[config.mk]
export PLATFORM = sky130hd
export DESIGN_NAME = multicast_group_membership_querier_unit
export DESIGN_NICKNAME = d
export VERILOG_FILES = /design/src/mgmq_pkg.sv /design/src/multicast_group_membership_querier_unit.sv /design/src/mgmq_front.sv /design/src/mgmq_back.sv
export SDC_FILE = /design/constraint.sdc
export NUM_CORES = 2
export LEC_CHECK = 0
export BUFFER_PORTS_ARGS = -buffer_cell sky130_fd_sc_hd__buf_2
export CAP_MARGIN = 20
export CELL_PAD_IN_SITES_DETAIL_PLACEMENT = 1
export CELL_PAD_IN_SITES_GLOBAL_PLACEMENT = 2
export CORE_ASPECT_RATIO = 0.75
export CORE_MARGIN = 2
export CORE_UTILIZATION = 47
export DETAILED_ROUTE_END_ITERATION = 10
export PLACE_DENSITY = 0.79
export SLEW_MARGIN = 20
export SYNTH_ARGS = -nofsm -noshare
export SYNTH_HDL_FRONTEND = slang
export SYNTH_HIERARCHICAL = 1
export SYNTH_SLANG_ARGS = --single-unit
[constraint.sdc]
create_clock -name clk -period 6.65 [get_ports clk]
set_input_delay 0.665 -clock clk [delete_from_list [all_inputs] [get_ports clk]]
set_output_delay 0.665 -clock clk [all_outputs]
set_load 0.01 [all_outputs]
[src/mgmq_pkg.sv]
`default_nettype none
package mgmq_pkg;

    localparam int TableEntriesDefault = 16;
    localparam int NumPortsDefault     = 3;
    localparam int QueueDepth          = 2;

    localparam logic [2:0] CfgMembershipInterval = 3'd0;
    localparam logic [2:0] CfgLastMemberTime     = 3'd1;
    localparam logic [2:0] CfgLastMemberInterval = 3'd2;
    localparam logic [2:0] CfgLastMemberCount    = 3'd3;
    localparam logic [2:0] CfgStartupCount       = 3'd4;
    localparam logic [2:0] CfgStartupInterval    = 3'd5;
    localparam logic [2:0] CfgQueryInterval      = 3'd6;

    localparam logic [1:0] EvGeneral  = 2'd0;
    localparam logic [1:0] EvSpecific = 2'd1;
    localparam logic [1:0] EvExpired  = 2'd2;

    localparam logic [2:0] RecIsEx = 3'd2;
    localparam logic [2:0] RecToEx = 3'd4;

    typedef struct packed {
        logic        func;
        logic [1:0]  port;
        logic [31:0] group_address;
        logic [2:0]  record_kind;
    } in_item_t;

    typedef struct packed {
        logic [1:0]  event_kind;
        logic [1:0]  out_port;
        logic [31:0] out_group;
        logic        final_res;
    } out_item_t;

    // classified command between front and back
    typedef struct packed {
        logic        is_tick;
        logic        is_exclude;
        logic [1:0]  port;
        logic [31:0] group;
    } cmd_t;

    typedef struct packed {
        logic [15:0] membership_interval;
        logic [15:0] last_member_time;
        logic [15:0] last_member_interval;
        logic [7:0]  last_member_count;
        logic [7:0]  startup_count;
        logic [15:0] startup_interval;
        logic [15:0] query_interval;
    } cfg_t;

endpackage
`default_nettype wire

[src/multicast_group_membership_querier_unit.sv]
// a record walks the whole table in the match search, one table entry per cycle, and a tick
//   walks every entry once more, with an extra expiry state per expiry result
// the table walk is sequential: a new transaction is taken only once the last one is finished
// a two-entry queue decouples input from the walk; output is a single result register
// reset: asynchronous active low; table empty, registers at defaults, first tick queries
`default_nettype none
module multicast_group_membership_querier_unit
    import mgmq_pkg::*;
#(
    parameter int TABLE_ENTRIES = TableEntriesDefault,
    parameter int NUM_PORTS     = NumPortsDefault
)
(
    input  wire logic        clk,
    input  wire logic        rst_n,
    input  wire logic        in_valid,
    output logic             in_ready,
    input  wire in_item_t    in_data,
    output logic             out_valid,
    input  wire logic        out_ready,
    output out_item_t        out_data,
    input  wire logic        cfg_valid,
    output logic             cfg_ready,
    input  wire logic [2:0]  cfg_index,
    input  wire logic [15:0] cfg_data
);

    cfg_t cfg_reg;
    logic q_valid, q_ready;
    cmd_t q_data;

    // config writes are always taken
    assign cfg_ready = 1'b1;

    always_ff @(posedge clk or negedge rst_n)
    begin
        if (!rst_n)
        begin
            cfg_reg <= '{membership_interval: 16'd2600, last_member_time: 16'd20,
                         last_member_interval: 16'd10, last_member_count: 8'd2,
                         startup_count: 8'd2, startup_interval: 16'd312,
                         query_interval: 16'd1250};
        end
        else if (cfg_valid)
        begin
            case (cfg_index)
                CfgMembershipInterval: cfg_reg.membership_interval  <= cfg_data;
                CfgLastMemberTime:     cfg_reg.last_member_time     <= cfg_data;
                CfgLastMemberInterval: cfg_reg.last_member_interval <= cfg_data;
                CfgLastMemberCount:    cfg_reg.last_member_count    <= cfg_data[7:0];
                CfgStartupCount:       cfg_reg.startup_count        <= cfg_data[7:0];
                CfgStartupInterval:    cfg_reg.startup_interval     <= cfg_data;
                CfgQueryInterval:      cfg_reg.query_interval       <= cfg_data;
                default: ;
            endcase
        end
    end

    // front: filters and classifies each transaction
    mgmq_front #(.NUM_PORTS(NUM_PORTS)) u_front (
        .clk      (clk),
        .rst_n    (rst_n),
        .in_valid (in_valid),
        .in_ready (in_ready),
        .in_data  (in_data),
        .q_valid  (q_valid),
        .q_ready  (q_ready),
        .q_data   (q_data)
    );

    // back: walks the table and emits results
    mgmq_back #(.TABLE_ENTRIES(TABLE_ENTRIES)) u_back (
        .clk       (clk),
        .rst_n     (rst_n),
        .cfg       (cfg_reg),
        .q_valid   (q_valid),
        .q_ready   (q_ready),
        .q_data    (q_data),
        .out_valid (out_valid),
        .out_ready (out_ready),
        .out_data  (out_data)
    );

endmodule
`default_nettype wire

[src/mgmq_front.sv]
`default_nettype none
module mgmq_front
    import mgmq_pkg::*;
#(
    parameter int NUM_PORTS = NumPortsDefault
)
(
    input  wire logic     clk,
    input  wire logic     rst_n,
    input  wire logic     in_valid,
    output logic          in_ready,
    input  wire in_item_t in_data,
    output logic          q_valid,
    input  wire logic     q_ready,
    output cmd_t          q_data
);

    localparam int PtrW = $clog2(QueueDepth);

    cmd_t               mem_reg [QueueDepth];
    logic [PtrW-1:0]    wr_ptr_reg, rd_ptr_reg;
    logic [PtrW:0]      count_reg;
    logic               keep;
    logic               push, pop;
    cmd_t               cmd;

    // classify each item and drop records that cause nothing
    always_comb
    begin
        cmd.is_tick    = ~in_data.func;
        cmd.is_exclude = (in_data.record_kind == RecIsEx) || (in_data.record_kind == RecToEx);
        cmd.port       = in_data.port;
        cmd.group      = in_data.group_address;
        keep = ~in_data.func
            || ((in_data.group_address[31:28] == 4'hE)
                && ({28'd0, in_data.port} < 32'(NUM_PORTS))
                && (in_data.record_kind != 3'd0) && (in_data.record_kind != 3'd7));
    end

    assign in_ready = (count_reg != (PtrW+1)'(QueueDepth));
    assign q_valid  = (count_reg != '0);
    assign q_data   = mem_reg[rd_ptr_reg];
    assign push     = in_valid && in_ready && keep;
    assign pop      = q_valid && q_ready;

    always_ff @(posedge clk)
    begin
        if (push)
        begin
            mem_reg[wr_ptr_reg] <= cmd;
        end
    end

    always_ff @(posedge clk or negedge rst_n)
    begin
        if (!rst_n)
        begin
            wr_ptr_reg <= '0;
            rd_ptr_reg <= '0;
            count_reg  <= '0;
        end
        else
        begin
            if (push)
            begin
                wr_ptr_reg <= PtrW'((32'(wr_ptr_reg) + 1) % QueueDepth);
            end
            if (pop)
            begin
                rd_ptr_reg <= PtrW'((32'(rd_ptr_reg) + 1) % QueueDepth);
            end
            count_reg <= count_reg + (PtrW+1)'(push) - (PtrW+1)'(pop);
        end
    end

    a_count_bound: assert property (@(posedge clk) disable iff (!rst_n)
        count_reg <= (PtrW+1)'(QueueDepth))
        else $error("queue overflow");
    a_full_no_push: assert property (@(posedge clk) disable iff (!rst_n)
        (count_reg == (PtrW+1)'(QueueDepth)) |-> !push)
        else $error("push into full queue");
    a_pop_only_valid: assert property (@(posedge clk) disable iff (!rst_n)
        pop |-> (count_reg != '0))
        else $error("pop from empty queue");

endmodule
`default_nettype wire

[src/mgmq_back.sv]
`default_nettype none
module mgmq_back
    import mgmq_pkg::*;
#(
    parameter int TABLE_ENTRIES = TableEntriesDefault
)
(
    input  wire logic      clk,
    input  wire logic      rst_n,
    input  wire cfg_t      cfg,
    input  wire logic      q_valid,
    output logic           q_ready,
    input  wire cmd_t      q_data,
    output logic           out_valid,
    input  wire logic      out_ready,
    output out_item_t      out_data
);

    localparam int IdxW = (TABLE_ENTRIES > 1) ? $clog2(TABLE_ENTRIES) : 1;
    localparam int CntW = $clog2(TABLE_ENTRIES + 1);

    typedef enum logic [5:0] {
        ST_IDLE   = 6'b000001,
        ST_GEN    = 6'b000010,
        ST_SCAN   = 6'b000100,
        ST_EXP    = 6'b001000,
        ST_SEARCH = 6'b010000,
        ST_REC    = 6'b100000
    } state_t;

    state_t             state_reg, state_next;
    logic [CntW-1:0]    idx_reg;
    logic [IdxW-1:0]    idx;
    logic [IdxW-1:0]    slot_reg;
    logic               found_reg, free_found_reg;
    logic [IdxW-1:0]    free_reg;
    cmd_t               cmd_reg;
    logic [15:0]        general_wait_reg;
    logic [7:0]         startup_left_reg;

    logic [TABLE_ENTRIES-1:0] valid_reg, excl_reg;
    logic [7:0]         qleft_reg [TABLE_ENTRIES];
    logic [1:0]         port_reg  [TABLE_ENTRIES];
    logic [31:0]        group_reg [TABLE_ENTRIES];
    logic [15:0]        timer_reg [TABLE_ENTRIES];
    logic [15:0]        qwait_reg [TABLE_ENTRIES];

    // output register
    logic               ov_reg;
    out_item_t          od_reg;

    logic               out_free;
    logic               last_entry;
    logic               emit;
    logic [7:0]         lmc;
    logic               any_left;
    logic               any_all;
    logic [TABLE_ENTRIES-1:0] will_emit;

    assign out_valid = ov_reg;
    assign out_data  = od_reg;
    assign out_free  = !ov_reg || out_ready;
    assign idx       = idx_reg[IdxW-1:0];
    assign last_entry = (idx_reg == CntW'(TABLE_ENTRIES - 1));
    assign lmc       = (cfg.last_member_count == 8'd0) ? 8'd1 : cfg.last_member_count;
    assign q_ready   = (state_reg == ST_IDLE);

    // entries that give a result on this tick, and whether any lies beyond idx
    always_comb
    begin
        any_left = 1'b0;
        any_all  = 1'b0;
        for (int i = 0; i < TABLE_ENTRIES; i++)
        begin
            will_emit[i] = valid_reg[i]
                && (((qleft_reg[i] > 8'd1) && (qwait_reg[i] <= 16'd1))
                    || (timer_reg[i] <= 16'd1));
            if (will_emit[i])
            begin
                any_all = 1'b1;
                if (CntW'(i) > idx_reg)
                begin
                    any_left = 1'b1;
                end
            end
        end
    end

    always_ff @(posedge clk)
    begin
        if (state_reg == ST_IDLE && q_valid)
        begin
            cmd_reg <= q_data;
        end
        if (state_reg == ST_SEARCH && !found_reg && free_found_reg)
        begin
            port_reg[free_reg]  <= cmd_reg.port;
            group_reg[free_reg] <= cmd_reg.group;
        end
        if (state_reg == ST_SCAN && out_free && valid_reg[idx])
        begin
            if (qleft_reg[idx] != 8'd0)
            begin
                if (qwait_reg[idx] <= 16'd1)
                begin
                    qwait_reg[idx] <= cfg.last_member_interval;
                end
                else
                begin
                    qwait_reg[idx] <= qwait_reg[idx] - 16'd1;
                end
            end
            if (timer_reg[idx] > 16'd1)
            begin
                timer_reg[idx] <= timer_reg[idx] - 16'd1;
            end
        end
        if (state_reg == ST_REC)
        begin
            if (cmd_reg.is_exclude || !found_reg)
            begin
                timer_reg[slot_reg] <= cfg.membership_interval;
            end
            if (!cmd_reg.is_exclude && (excl_reg[slot_reg] && found_reg))
            begin
                timer_reg[slot_reg] <= cfg.last_member_time;
                if (qleft_reg[slot_reg] == 8'd0)
                begin
                    qwait_reg[slot_reg] <= cfg.last_member_interval;
                end
            end
        end
    end

    // combinational next state and emit decision for every state
    always_comb
    begin
        emit      = 1'b0;
        state_next = state_reg;
        unique case (state_reg)
            ST_IDLE:
            begin
                if (q_valid)
                begin
                    state_next = q_data.is_tick ? ST_GEN : ST_SEARCH;
                end
            end
            ST_GEN:
            begin
                if (out_free)
                begin
                    emit       = (general_wait_reg <= 16'd1);
                    state_next = ST_SCAN;
                end
            end
            ST_SCAN:
            begin
                if (out_free)
                begin
                    emit = valid_reg[idx] && (qleft_reg[idx] > 8'd1)
                        && (qwait_reg[idx] <= 16'd1);
                    state_next = last_entry ? ST_IDLE : ST_SCAN;
                    if (valid_reg[idx] && timer_reg[idx] <= 16'd1)
                    begin
                        state_next = ST_EXP;
                    end
                end
            end
            ST_EXP:
            begin
                if (out_free)
                begin
                    emit       = 1'b1;
                    state_next = last_entry ? ST_IDLE : ST_SCAN;
                end
            end
            ST_SEARCH:
            begin
                if (idx_reg == CntW'(TABLE_ENTRIES))
                begin
                    state_next = (found_reg || free_found_reg) ? ST_REC : ST_IDLE;
                end
            end
            ST_REC:
            begin
                if (out_free)
                begin
                    emit = !cmd_reg.is_exclude && excl_reg[slot_reg] && found_reg
                        && (qleft_reg[slot_reg] == 8'd0);
                    state_next = ST_IDLE;
                end
            end
            default: state_next = ST_IDLE;
        endcase
    end

    always_ff @(posedge clk or negedge rst_n)
    begin
        if (!rst_n)
        begin
            state_reg        <= ST_IDLE;
            idx_reg          <= '0;
            slot_reg         <= '0;
            free_reg         <= '0;
            found_reg        <= 1'b0;
            free_found_reg   <= 1'b0;
            general_wait_reg <= 16'd1;
            startup_left_reg <= 8'd2;
            valid_reg        <= '0;
            excl_reg         <= '0;
            ov_reg           <= 1'b0;
            for (int i = 0; i < TABLE_ENTRIES; i++)
            begin
                qleft_reg[i] <= 8'd0;
            end
        end
        else
        begin
            state_reg <= state_next;
            ov_reg    <= emit || (ov_reg && !out_ready);
            unique case (state_reg)
                ST_IDLE:
                begin
                    idx_reg        <= '0;
                    found_reg      <= 1'b0;
                    free_found_reg <= 1'b0;
                end
                ST_GEN:
                begin
                    if (out_free)
                    begin
                        if (general_wait_reg <= 16'd1)
                        begin
                            od_reg <= '{event_kind: EvGeneral, out_port: 2'd0,
                                        out_group: 32'd0, final_res: !any_all};
                            if (startup_left_reg != 8'd0)
                            begin
                                startup_left_reg <= startup_left_reg - 8'd1;
                                general_wait_reg <= cfg.startup_interval;
                            end
                            else
                            begin
                                general_wait_reg <= cfg.query_interval;
                            end
                        end
                        else
                        begin
                            general_wait_reg <= general_wait_reg - 16'd1;
                        end
                    end
                end
                ST_SCAN:
                begin
                    if (out_free)
                    begin
                        if (valid_reg[idx])
                        begin
                            if (qleft_reg[idx] != 8'd0 && qwait_reg[idx] <= 16'd1)
                            begin
                                qleft_reg[idx] <= qleft_reg[idx] - 8'd1;
                                if (qleft_reg[idx] != 8'd1)
                                begin
                                    od_reg <= '{event_kind: EvSpecific,
                                                out_port: port_reg[idx],
                                                out_group: group_reg[idx],
                                                final_res: (timer_reg[idx] > 16'd1)
                                                           && !any_left};
                                end
                            end
                        end
                        if (!(valid_reg[idx] && timer_reg[idx] <= 16'd1))
                        begin
                            idx_reg <= idx_reg + 1'b1;
                        end
                    end
                end
                ST_EXP:
                begin
                    if (out_free)
                    begin
                        od_reg <= '{event_kind: EvExpired, out_port: port_reg[idx],
                                    out_group: group_reg[idx], final_res: !any_left};
                        valid_reg[idx] <= 1'b0;
                        excl_reg[idx]  <= 1'b0;
                        qleft_reg[idx] <= 8'd0;
                        idx_reg        <= idx_reg + 1'b1;
                    end
                end
                ST_SEARCH:
                begin
                    if (idx_reg != CntW'(TABLE_ENTRIES))
                    begin
                        if (!found_reg && valid_reg[idx] && port_reg[idx] == cmd_reg.port
                            && group_reg[idx] == cmd_reg.group)
                        begin
                            found_reg <= 1'b1;
                            slot_reg  <= idx;
                        end
                        if (!free_found_reg && !valid_reg[idx])
                        begin
                            free_found_reg <= 1'b1;
                            free_reg       <= idx;
                        end
                        idx_reg <= idx_reg + 1'b1;
                    end
                    else if (!found_reg && free_found_reg)
                    begin
                        slot_reg            <= free_reg;
                        valid_reg[free_reg] <= 1'b1;
                        excl_reg[free_reg]  <= 1'b0;
                        qleft_reg[free_reg] <= 8'd0;
                    end
                end
                ST_REC:
                begin
                    if (out_free)
                    begin
                        if (cmd_reg.is_exclude)
                        begin
                            excl_reg[slot_reg] <= 1'b1;
                        end
                        else if (excl_reg[slot_reg] && found_reg
                                 && qleft_reg[slot_reg] == 8'd0)
                        begin
                            qleft_reg[slot_reg] <= lmc;
                            od_reg <= '{event_kind: EvSpecific, out_port: cmd_reg.port,
                                        out_group: cmd_reg.group, final_res: 1'b1};
                        end
                    end
                end
                default: ;
            endcase
        end
    end

    a_idle_ready: assert property (@(posedge clk) disable iff (!rst_n)
        q_ready |-> (state_reg == ST_IDLE))
        else $error("ready outside idle");
    a_exp_valid: assert property (@(posedge clk) disable iff (!rst_n)
        (state_reg == ST_EXP) |-> valid_reg[idx])
        else $error("expiry on free entry");
    a_rec_slot: assert property (@(posedge clk) disable iff (!rst_n)
        (state_reg == ST_REC) |-> valid_reg[slot_reg])
        else $error("record on free entry");

endmodule
`default_nettype wire
# Word level (Yosys, flattened, before mapping)

Memory sizes are Yosys's and may differ from the RTL's.
Index checks and enable logic that the tools add are counted.

ROM bits: 0
Bits of input ports: 62
Logic and storage cells: 497
RAM bits: 1128
Bits in latches: 0
Register bits: 370
Memories kept: 5
Output and inout bits: 40

Memory list:

| name             | depth | width | read ports | clocked after Yosys merged registers in | wr ports | RTL line         | source |
|---|---|---|---|---|---|---|---|
| u_back.group_reg | 16    | 32    | 1          | 0                                       | 1        | mgmq_back.sv:44  | `logic [31:0] group_reg [TABLE_ENTRIES];` |
| u_back.qwait_reg | 16    | 16    | 17         | 0                                       | 1        | mgmq_back.sv:46  | `logic [15:0] qwait_reg [TABLE_ENTRIES];` |
| u_back.timer_reg | 16    | 16    | 17         | 0                                       | 1        | mgmq_back.sv:45  | `logic [15:0] timer_reg [TABLE_ENTRIES];` |
| u_front.mem_reg  | 2     | 36    | 1          | 0                                       | 1        | mgmq_front.sv:20 | `cmd_t mem_reg [QueueDepth];` |
| u_back.port_reg  | 16    | 2     | 1          | 0                                       | 1        | mgmq_back.sv:43  | `logic [1:0] port_reg [TABLE_ENTRIES];` |

Multipliers: 0
Equal/unequal tests: 42
Order comparisons: 82
Add/subtract/negate cells: 10
Bitwise logic cells: 17
Shift operators: 0
Divide/modulo/power cells: 0
Multiplexer cells: 169
Reduce and logical (&&, ||, !) cells: 129

Operator list:

| operator                                                        | count |
|---|---|
| two-way mux 128 bit                                             | 9 |
| less-or-equal comparator 16 x 1 -> 1 bit, second input constant | 35 |
| one-hot mux 128 bit (4 select lines)                            | 1 |
| two-way mux 37 bit                                              | 10 |
| bitwise AND 128 bit                                             | 2 |
| bitwise mux 128 bit                                             | 2 |
| NOT 128 bit                                                     | 2 |
| two-way mux 16 bit                                              | 14 |
| one-hot mux 37 bit (4 select lines)                             | 1 |
| > comparator 8 x 1 -> 1 bit, second input constant              | 17 |
| demux 8 bit (select 4 bit)                                      | 3 |
| two-way mux 1 bit                                               | 88 |
| logical AND 1 bit                                               | 65 |
| binary-select mux 8 bit (select 4 bit)                          | 2 |
| two-way mux 8 bit                                               | 8 |
| bitwise AND 16 bit                                              | 3 |
| two-way mux 6 bit                                               | 8 |
| one-hot mux 16 bit (3 select lines)                             | 1 |
| subtractor 16 x 1 -> 16 bit, second input constant              | 3 |
| > comparator 4 x 5 -> 1 bit, first input constant               | 8 |
| one-hot mux 6 bit (6 select lines)                              | 1 |
| equality test 32 bit                                            | 1 |
| NOT 16 bit                                                      | 2 |
| OR 16 bit                                                       | 2 |
| other kinds (60)                                                | 161 |

# Depth between registers and ports, before layout

An unclocked memory read counts as a cell.

Word-level depth: 43
Mapped depth: 21
Gate-level depth less buffers: 12

# By module

The synthesis kept the hierarchy.

Modules (own cells, without submodules):

| module                                  | instances | area each (µm²) | cells each | sequential area each (µm²) |
|---|---|---|---|---|
| mgmq_back                               | 1         | 59578.4         | 4041       | 39031.2 |
| multicast_group_membership_querier_unit | 1         | 3733.6          | 213        | 2426.1 |
| mgmq_front                              | 1         | 2851.5          | 138        | 2262.2 |

# Least setup slack after synthesis

Ideal clock, no wire load.

Kind: register to register
From: register u_back.idx_reg[0]
To: register u_back.od_reg (netlist bit u_back/out_data[0]) (enable)
Data required time: 6.165 ns
Arrival: 5.682 ns
Slack: 0.483 ns
Path buffers: 7
Setup time: 0.485 ns
Stages on the path, launching flop included: 17
Period minus slack after synthesis: 6.167 ns
Cell sequence: dfrtp_1 buf_6 buf_8 buf_6 buf_6 buf_4 buf_4 buf_2 mux2i_1 o22ai_1 o21bai_1 a21oi_1 ha_1 nor2_1 and4bb_1 a31oi_1 nor3b_1

Cells in the longest elaborated chain, start to end: 8
Elaborated cells on any way between the ends: 15
Those cells by class: order compare: 1; eq/ne: 4; mux: 5; bitwise: 1; reduce/logical: 3; memory: 1

RTL lines:

| what                                                         | RTL line         | source |
|---|---|---|
| start, declared                                              | mgmq_back.sv:32  | `logic [CntW-1:0] idx_reg;` |
| start signal, assigned                                       | mgmq_back.sv:273 | `idx_reg <= idx_reg + 1'b1;` |
| start signal, assigned                                       | mgmq_back.sv:286 | `idx_reg <= idx_reg + 1'b1;` |
| start signal, assigned                                       | mgmq_back.sv:304 | `idx_reg <= idx_reg + 1'b1;` |
| branches (longest 7 deep; another with memory (16 x 16 bit)) | --               |  |
| AND reduction 12 bit (no source line) *                      | --               |  |
| end signal, assigned                                         | mgmq_back.sv:263 | `od_reg <= '{event_kind: EvSpecific,` |
| end signal, assigned                                         | mgmq_back.sv:281 | `od_reg <= '{event_kind: EvExpired, out_port: port_reg[idx],` |
| end signal, assigned                                         | mgmq_back.sv:326 | `od_reg <= '{event_kind: EvSpecific, out_port: cmd_reg.port,` |
| end, declared                                                | mgmq_back.sv:50  | `out_item_t od_reg;` |

Mark *: on every way between the ends. The select of a mux whose other input is x is not followed.
A chain may end at the register's enable or synchronous reset.

# Final worst setup path

From: register u_back.idx_reg[0]
To: register u_back.slot_reg[0]

Cells in the longest elaborated chain, start to end: 7
Elaborated cells on any way between the ends: 15
Those cells by class: eq/ne: 4; mux: 4; reduce/logical: 5; memory: 2

RTL lines:

| what                                                         | RTL line         | source |
|---|---|---|
| branches (longest 7 deep; another with memory (16 x 32 bit)) | --               |  |
| end signal, assigned                                         | mgmq_back.sv:297 | `slot_reg <= idx;` |
| end signal, assigned                                         | mgmq_back.sv:308 | `slot_reg <= free_reg;` |
| end, declared                                                | mgmq_back.sv:34  | `logic [IdxW-1:0] slot_reg;` |

Several ways; the timed one is not identified. The select of a mux whose other input is x is not followed.

==> reports/summary.txt <==
status: finished clean
Horiz. Die Dim: 436.2 um
CP Capture Type: flop
Fin. Hold Viols: 0
Bufs on Longest Clock Path: 3
Synth Instances: 4374
Final Cycle Share: 84.23%
WL final: 232500 um
crit path kind: flop to flop
Final ANT Viol Nets: 0
drt initial violations: 6516
max-cap viol count: 0
GRT overflow: 0
FMAX: 178.5 MHz
Initial Util: 47.55%
DR pass1 iterations: 6
CTS root buffer: clkbuf_16
Final min period: 5.602 ns
Layout Area Growth over Synthesis: 12.48%
Fin Setup TNS: 0 ns
commonest non-fill, non-tap cells in the layout: edfxtp_1 (1200), dfrtp_1 (272), nand2_1 (261)
gr usage total: 32.35%
flop-to-flop setup slack: 1.05 ns
commonest non-fill, non-tap cell in the layout: edfxtp_1
worst clock skew: 0.02666 ns
average routed wire per standard cell: 35.61 um
layout cells sized above 1: 21.57%
Final Util: 53.49%
final net count: 4627
RePlAce Congestion: 0.9793
residual DRC count: 0
CP Launch Type: flop
die area: 143200 um^2
Avg Inst Size Synth: 15.06 um^2
num rows: 118
Worst Hold Class: input pin to flop
Pleak: 24.46 nW
DP HPWL: 155400 um
Worst VDD drop: 293.3 uV
Rel. slew slack: 9.973%
largest net degree at the start of global routing: 143
max reg flops: 512
Synth warnings: 6
global-route wire length before repair: 334400 um
via density per instance: 6.839
placed inst area: 68970 um^2
setup violators final: 0
worst-path fanout max: 94
I/O pin count: 102
Tightest Pin Transition: 1.338 ns
clk_lat worst skew: 0.81 ns
core footprint: 138500 um^2
WP data required: 7.33 ns
Worst-path clk slew: 0.06 ns
vias: 44658
chip height: 328.2 um
IO buf count: 100
RSZ-0062 raised after global routing: no
PwrDens: 377.1 nW/um^2
Sink Count: 1498
clock buffer count from CTS: 151
Slew Limit Fails: 0
final worst setup slack: 1.048 ns
vias in the first global route: 44679
Min Hold Slack: 0.04912 ns
depth of the CTS H-tree: 4
Synth Cell Area: 65860 um^2
initial antenna violation count: 6
Final Instance Area: 74080 um^2
Critical Path AT: 6.28 ns
Post-CTS Resized: 0
Place WS: 1.095 ns
CTS tree: done
Post-Syn Nets: 4453
path summary, 6_finish.rpt:
check	start	to	cells after the start
worst max-delay path	u_back/idx_reg[0]	u_back/slot_reg[0]	11
worst min-delay path	in_data[29]	u_front/mem_reg[0][26]	1
worst max register to register	u_back/idx_reg[0]	u_back/slot_reg[0]	11
worst min register to register	u_back/startup_left_reg[7]	u_back/startup_left_reg[7]	1
max in group asynchronous	rst_n	async pin	4
min in group asynchronous	rst_n	u_back/general_wait_reg[11]	2
critical path, stage by stage, from the launching register on:
cell and delay [ns]:
dfrtp_4 0.89, buf_12 0.57, buf_4 0.74, nor2b_1 0.24
a21oi_1 0.26, a221oi_1 0.14, or3_1 0.38, a211oi_1 0.63
and4b_1 0.38, nand4_1 0.33, o21ai_4 0.35, mux2_1 0.35
per-stage QoR:
stage	power, mW	std cells
after global routing	28.77	6529
final	27.93	6530
after global placement	19.07	6239
after detailed placement	19.27	6240
after CTS	27.83	6525
after floorplan	16.34	4374
final cells by class:
type	count	area (um^2)
flip-flops and latches	1498	43530
repair buffers	283	2051
inverters	35	131.4
fillers	13206	64410
clock buffers	198	4081
multi-input cells	2579	21150
clock inverters	76	799.5
diodes	1	2.502
well taps	1860	2327
metal layers:
metal	up-vias	share of wire, %	track usage (%)
met5	-	0.035	0
met3	508	11	7.164
met1	23454	41	46.77
met2	2806	44	48.04
met4	12	4.0	12.28
li1	17878	-	-
report_power, final:
group / switching, mW / total [mW] / internal [mW]
sequential: 1.07 / 12.7 / 11.6
combinational: 4.42 / 6.68 / 2.25
clock: 3.72 / 8.60 / 4.88
timing repair:
action | CTS | global route
setup buffers | 0 | 0
endpoints found under the hold margin | 50 | 0
endpoints found under the setup margin | 0 | 0
hold buffers | 11 | 0
No activity file was read; power rests on OpenSTA's default activity.
